## src/hw/rtl/irnb_div.sv

```systemverilog
// Pipelined restoring divider, one quotient bit per stage.
module irnb_div #(
  parameter int unsigned DW = 36,
  parameter int unsigned VW = 11
) (
  input  logic          clk_i,
  input  logic          en_i,
  input  logic [DW-1:0] dividend_i,
  input  logic [VW-1:0] divisor_i,
  output logic [DW-1:0] quotient_o
);

  logic [VW-1:0] rem_q [DW];
  logic [DW-1:0] dvd_q [DW];
  logic [DW-1:0] quo_q [DW];

  for (genvar i = 0; i < DW; i++) begin : g_stage
    logic [VW-1:0] rem_in;
    logic [DW-1:0] dvd_in;
    logic [DW-1:0] quo_in;
    logic [VW:0]   trial;

    if (i == 0) begin : g_first
      assign rem_in = '0;
      assign dvd_in = dividend_i;
      assign quo_in = '0;
    end else begin : g_next
      assign rem_in = rem_q[i-1];
      assign dvd_in = dvd_q[i-1];
      assign quo_in = quo_q[i-1];
    end

    assign trial = {rem_in, dvd_in[DW-1]};

    always_ff @(posedge clk_i) begin
      if (en_i) begin
        dvd_q[i] <= {dvd_in[DW-2:0], 1'b0};
        if (trial >= {1'b0, divisor_i}) begin
          rem_q[i] <= VW'(trial - {1'b0, divisor_i});
          quo_q[i] <= {quo_in[DW-2:0], 1'b1};
        end else begin
          rem_q[i] <= trial[VW-1:0];
          quo_q[i] <= {quo_in[DW-2:0], 1'b0};
        end
      end
    end
  end

  assign quotient_o = quo_q[DW-1];

endmodule

```

## config.mk

```make
export PLATFORM = sky130hd
export DESIGN_NAME = irnb_div
export DESIGN_NICKNAME = d
export VERILOG_FILES = /design/src/hw/rtl/irnb_div.sv
export SDC_FILE = /design/constraint.sdc
export NUM_CORES = 2
export LEC_CHECK = 0
export BUFFER_PORTS_ARGS = -buffer_cell sky130_fd_sc_hd__buf_2
export CAP_MARGIN = 20
export CORE_MARGIN = 3
export CORE_UTILIZATION = 57
export DETAILED_ROUTE_END_ITERATION = 8
export PLACE_DENSITY_LB_ADDON = 0.1
export SLEW_MARGIN = 25
export SYNTH_ARGS = -nofsm -noshare
export SYNTH_HDL_FRONTEND = slang
export SYNTH_SLANG_ARGS = --single-unit
```

## constraint.sdc

```tcl
create_clock -name clk_i -period 13.9 [get_ports clk_i]
set_input_delay 2.78 -clock clk_i [delete_from_list [all_inputs] [get_ports clk_i]]
set_output_delay 2.78 -clock clk_i [all_outputs]
set_load 0.01 [all_outputs]
```

==> After elaboration in Yosys (flattened, before gate mapping) <==
Memories as Yosys holds them, arrays and structs flattened.
Index checks and enable logic that the tools add are counted.
{ "totals": {"mem_count": 3, "elab_cells": 437, "mem_bits_rw": 2952, "output_inout_bits": 36, "input_bits": 49, "ff_bits": 0} }
{ "classes": {"n_mux": 290, "addsub": 36, "n_lt_le_gt_ge": 36, "bitwise_logic": 72} }
{ "memory_table": {"columns": ["name", "depth", "width", "read_ports", "rd_ports_with_merged_regs", "wr", "line", "source"], "rows": [
  ["quo_q", 36, 36, 36, 0, 36, "15", "logic [DW-1:0] quo_q [DW];"],
  ["dvd_q", 36, 35, 35, 0, 36, "14", "logic [DW-1:0] dvd_q [DW];"],
  ["rem_q", 36, 11, 35, 0, 36, "13", "logic [VW-1:0] rem_q [DW];"]
]} }
{ "ops": {"columns": ["operator", "count"], "rows": [
  ["two-way mux 36 bit", 36],
  ["greater-or-equal comparator 12 x 11 -> 1 bit", 35],
  ["two-way mux 11 bit", 36],
  ["subtractor 11 bit", 35],
  ["two-way mux 1 bit", 218],
  ["OR 1 bit", 72],
  ["greater-or-equal comparator 1 x 11 -> 1 bit", 1],
  ["subtractor 1 x 11 -> 11 bit", 1]
]} }

==> Depth between registers and ports, before layout <==
An unclocked memory read counts as a cell.
{ "depth": {"ltp_word": 6, "mapped_depth": 12, "ltp_nobuf": 10} }

==> Worst setup path before layout <==
OpenSTA, ideal clock, no wires.
{ "synth_timing": {"path_kind": "input port to flip-flop", "startpoint": "input divisor_i[1]", "endpoint": "memory rem_q[10][2] (data pin)", "path_stages": 7, "setup_ns": 0.260, "arrival_time_ns": 6.520, "setup_slack_ns": 7.119, "required_time_ns": 13.640, "n_path_buf": 1, "cell_sequence": "inv_1 ha_1 a41o_1 a311o_1 a41o_1 buf_6 mux2_4"} }
{ "synth_lines": {"columns": ["element", "line", "source"], "rows": [
  ["from (decl)", "9", "input logic [VW-1:0] divisor_i,"],
  ["to (decl)", "13", null]
]} }

==> qor.log <==
[clock_network] post-CTS clock slew at the launch and capture registers of the worst setup and hold paths 0.06 ns
[detailed_routing] iteration count of the initial detailed-routing pass 6
[power] reported leakage power 30.2 nW
[detailed_routing] wirelength, routed 118000 um
[timing] Slew @ Worst Pin 1.02 ns
[clock_network] post-CTS setup buffers 0
[timing] crit path time final 6.09 ns
[final_layout] number of inserted diodes 0
[critical_path] combined buffer and inverter count along the critical path 4
[clock_network] total of hold buffers inserted after clock tree synthesis 0
[critical_path] required time at the endpoint of the critical path 14.40 ns
[power] Total Power 0.0163 W
[clock_network] number of buffers inserted during clock tree synthesis 170
[grt] global route overflow 0
[critical_path] critical path's largest stage delay 0.69 ns
[floorplanning] Core Box Area 127000 um^2
[timing] highest attainable clock frequency 164 MHz
[placed_design] Buffers on Ports 84
[synthesis] mean instance size in the synthesized netlist 16.5 um^2
[critical_path] sequence of cells on the critical path buf_2, clkinv_2, buf_4, buf_4, fa_1, a21o_1, a21oi_1, a2111oi_0, o32a_1, mux2_2
[placed_design] Placed Cells incl. Taps 6114
[final_layout] leading cell type in the layout, fill and taps excluded edfxtp_1
[critical_path] CP max FO 35
[clock_network] TritonCTS sink count 1681
[final_layout] fraction of final layout cells with drive strength greater than 1 0.150
[synthesis] count of cell types in the netlist 64
[clock_network] Clock Latency Late Sink 0.76 ns
[synthesis] number of flops mapped to enable cells by yosys 1680
[min_path] instance count along the most critical hold path 0
[min_path] type of the worst min-delay path reg2reg
[outcome] status completed
[critical_path] crit path DAT 6.59 ns
[synthesis] top post-synthesis cells by area edfxtp_1 69%, ha_1 6.6%, mux2_4 4.1%
[timing] Hold Vio Cnt, Final 0
[floorplanning] boundary pin count 85
[critical_path] slowest stage cell, crit path buf_4
[synthesis] netlist area before placement 73100 um^2
[synthesis] Synth Warn # 0
[grt] maximum number of pins on one net before global-route repair 215
[timing] number of pins exceeding their max-slew limit in the final report 0
[power] power per standard cell area 201 nW/um^2
[final_layout] number of standard cells in the final layout excluding fillers 6425
[detailed_routing] drc violations 0
[clock_network] maximum buffer depth of the clock tree 3
[clock_network] clock tree from TritonCTS built
[detailed_routing] via count 36776
[floorplanning] row count 130
[critical_path] worst setup path class in2reg
[critical_path] register-to-register setup slack 10.66 ns
[synthesis] net count after synthesis 4907
[detailed_routing] number of routed nets with antenna violations 0
[final_layout] final core utilization 0.639
[critical_path] startpoint types input pin
[final_layout] Final Net Count 5107
[synthesis] async set or reset register ratio after synthesis 0
[placed_design] last weighted congestion value of the routability-driven placer 0.810
[critical_path] cell count along the critical path 10
[grt] via count of the first global-routing pass 35907
[clock_network] CTS HTree Levels 4
[timing] accumulated negative setup slack 0 ns
[synthesis] area share of the leading cell type in the synthesized netlist 0.690
[floorplanning] Initial Util 0.578
[floorplanning] Die Footprint 133000 um^2
[power] highest ir drop seen on vdd 0.000116 V
[critical_path] cell family contributing the most delay on the critical path buffers and inverters
[final_layout] Layout area overhead 10.6%
[detailed_routing] count of routing violations after the opening detailed-route iteration 2951
[floorplanning] Die X-Extent 364 um
[critical_path] depth of the worst register-to-register path 9
[final_layout] commonest cells after routing, fill and taps aside 1680 x edfxtp_1, 387 x ha_1, 251 x a21oi_1
[synthesis] sequential area share after synthesis 0.690
[clock_network] CTS Root Buffer Type clkbuf_16
[synthesis] Synth Register Bits 1681
[synthesis] cell type contributing the most total cell area after synthesis edfxtp_1
[floorplanning] height of the die 364 um
[detailed_routing] routed length per placed instance 18.4 um
[timing] fraction of the cycle the final worst path needs 0.438
[critical_path] most prevalent standard cell on the critical path buf_4
[flow_run] number of max-cap violations 0
[synthesis] count of mapped cells out of synthesis 4437
[grt] number of antenna violations at the first check in global routing 1
[critical_path] capturing element type of the critical path flip-flop
[clock_network] cells resized by post-CTS repair 0
[timing] Max Clock Skew 0.0246 ns
[timing] relative slew slack 0.320
[timing] unrepaired setup endpoints after global routing false
[placed_design] half-perimeter wire length of the detailed placement result 70000 um
[synthesis] Post-synth top flop edfxtp_1
[grt] GRT Resource Usage Total 0.179
[detailed_routing] detailed-route vias per instance 5.72
[timing] count of endpoints failing setup in the final report 0
[timing] worst hold margin 0.406 ns
[grt] first-pass GRT wire length 190000 um
## power breakdown
group	switching (W)	total, W	leakage, nW	internal, W
combinational	0.00231	0.00484	11.2	0.00252
clock	0.00185	0.00441	2.64	0.00256
sequential	0.000391	0.00705	16.4	0.00666
total	0.00455	0.0163	30.2	0.0117
## synthesized netlist by cell type, types with 28 or more instances
master and n:
a21boi_0 33, a21o_1 72, a21oi_1 251, a311o_1 51, a311oi_1 28, a41o_1 53, and2_1 61, and3_1 33
clkbuf_1 49, edfxtp_1 1680, fa_1 34, ha_1 387, inv_1 108, mux2_2 97, mux2_4 200, mux2i_1 45
nand2_1 83, nand3_1 103, nand3b_1 34, nor2_1 212, nor2b_1 59, nor3_1 41, o211ai_1 42, o21a_1 103
o21ai_0 96, xnor2_1 123, xor2_1 92
## path summary, 6_finish.rpt
check,from,endpoint
hold / removal,dvd_q[12][25]$_DFFE_PP_,dvd_q[13][26]$_DFFE_PP_
setup reg to reg,dvd_q[31][34]$_DFFE_PP_,rem_q[32][10]$_DFFE_PP_
setup / recovery,divisor_i[1],rem_q[16][4]$_DFFE_PP_
hold reg to reg,dvd_q[12][25]$_DFFE_PP_,dvd_q[13][26]$_DFFE_PP_
## flip-flops by register name (all words and copies together), names as in the netlist
signal,cells
dvd_q,630
rem_q,385
quo_q,666
## cells by family after synthesis
| logic type | after synthesis | synth area share |
|---|---|---|
| fa+ha+maj | 421 | 0.0755 |
| compound gates | 853 | 0.0821 |
| xor+xnor | 215 | 0.0257 |
| mux | 342 | 0.0621 |
| simple gates | 729 | 0.0516 |
| buf+inv | 196 | 0.0129 |
| flops | 1681 | 0.690 |
## layout make-up
class                   instances  area [um^2]
flip-flops and latches       1681        50500
fillers                      8962        45700
multi-input cells            2560        21700
clock buffers                 204         4380
well taps                    1650         2060
clock inverters               106         1050
repair buffers                115          757
inverters                     109          410
## through the flow
stage / instance area [um^2] / worst slack, ns
final: 80900 / 7.81
after global routing: 80900 / 7.49
after CTS: 80800 / 7.86
after detailed placement: 75400 / 7.05
after global placement: 75400 / 7.14
after floorplan: 73100 / 7.12
## per-layer routing
metal  track usage  wire (um)  vias to the layer above
met1         0.258      55400                    17924
met4        0.0573       2890                        0
met2         0.281      54400                      734
met5             0          0                        -
li1              -          -                    17918
met3        0.0322       5600                      200
Note: power is estimated with default switching activity, not from simulation.
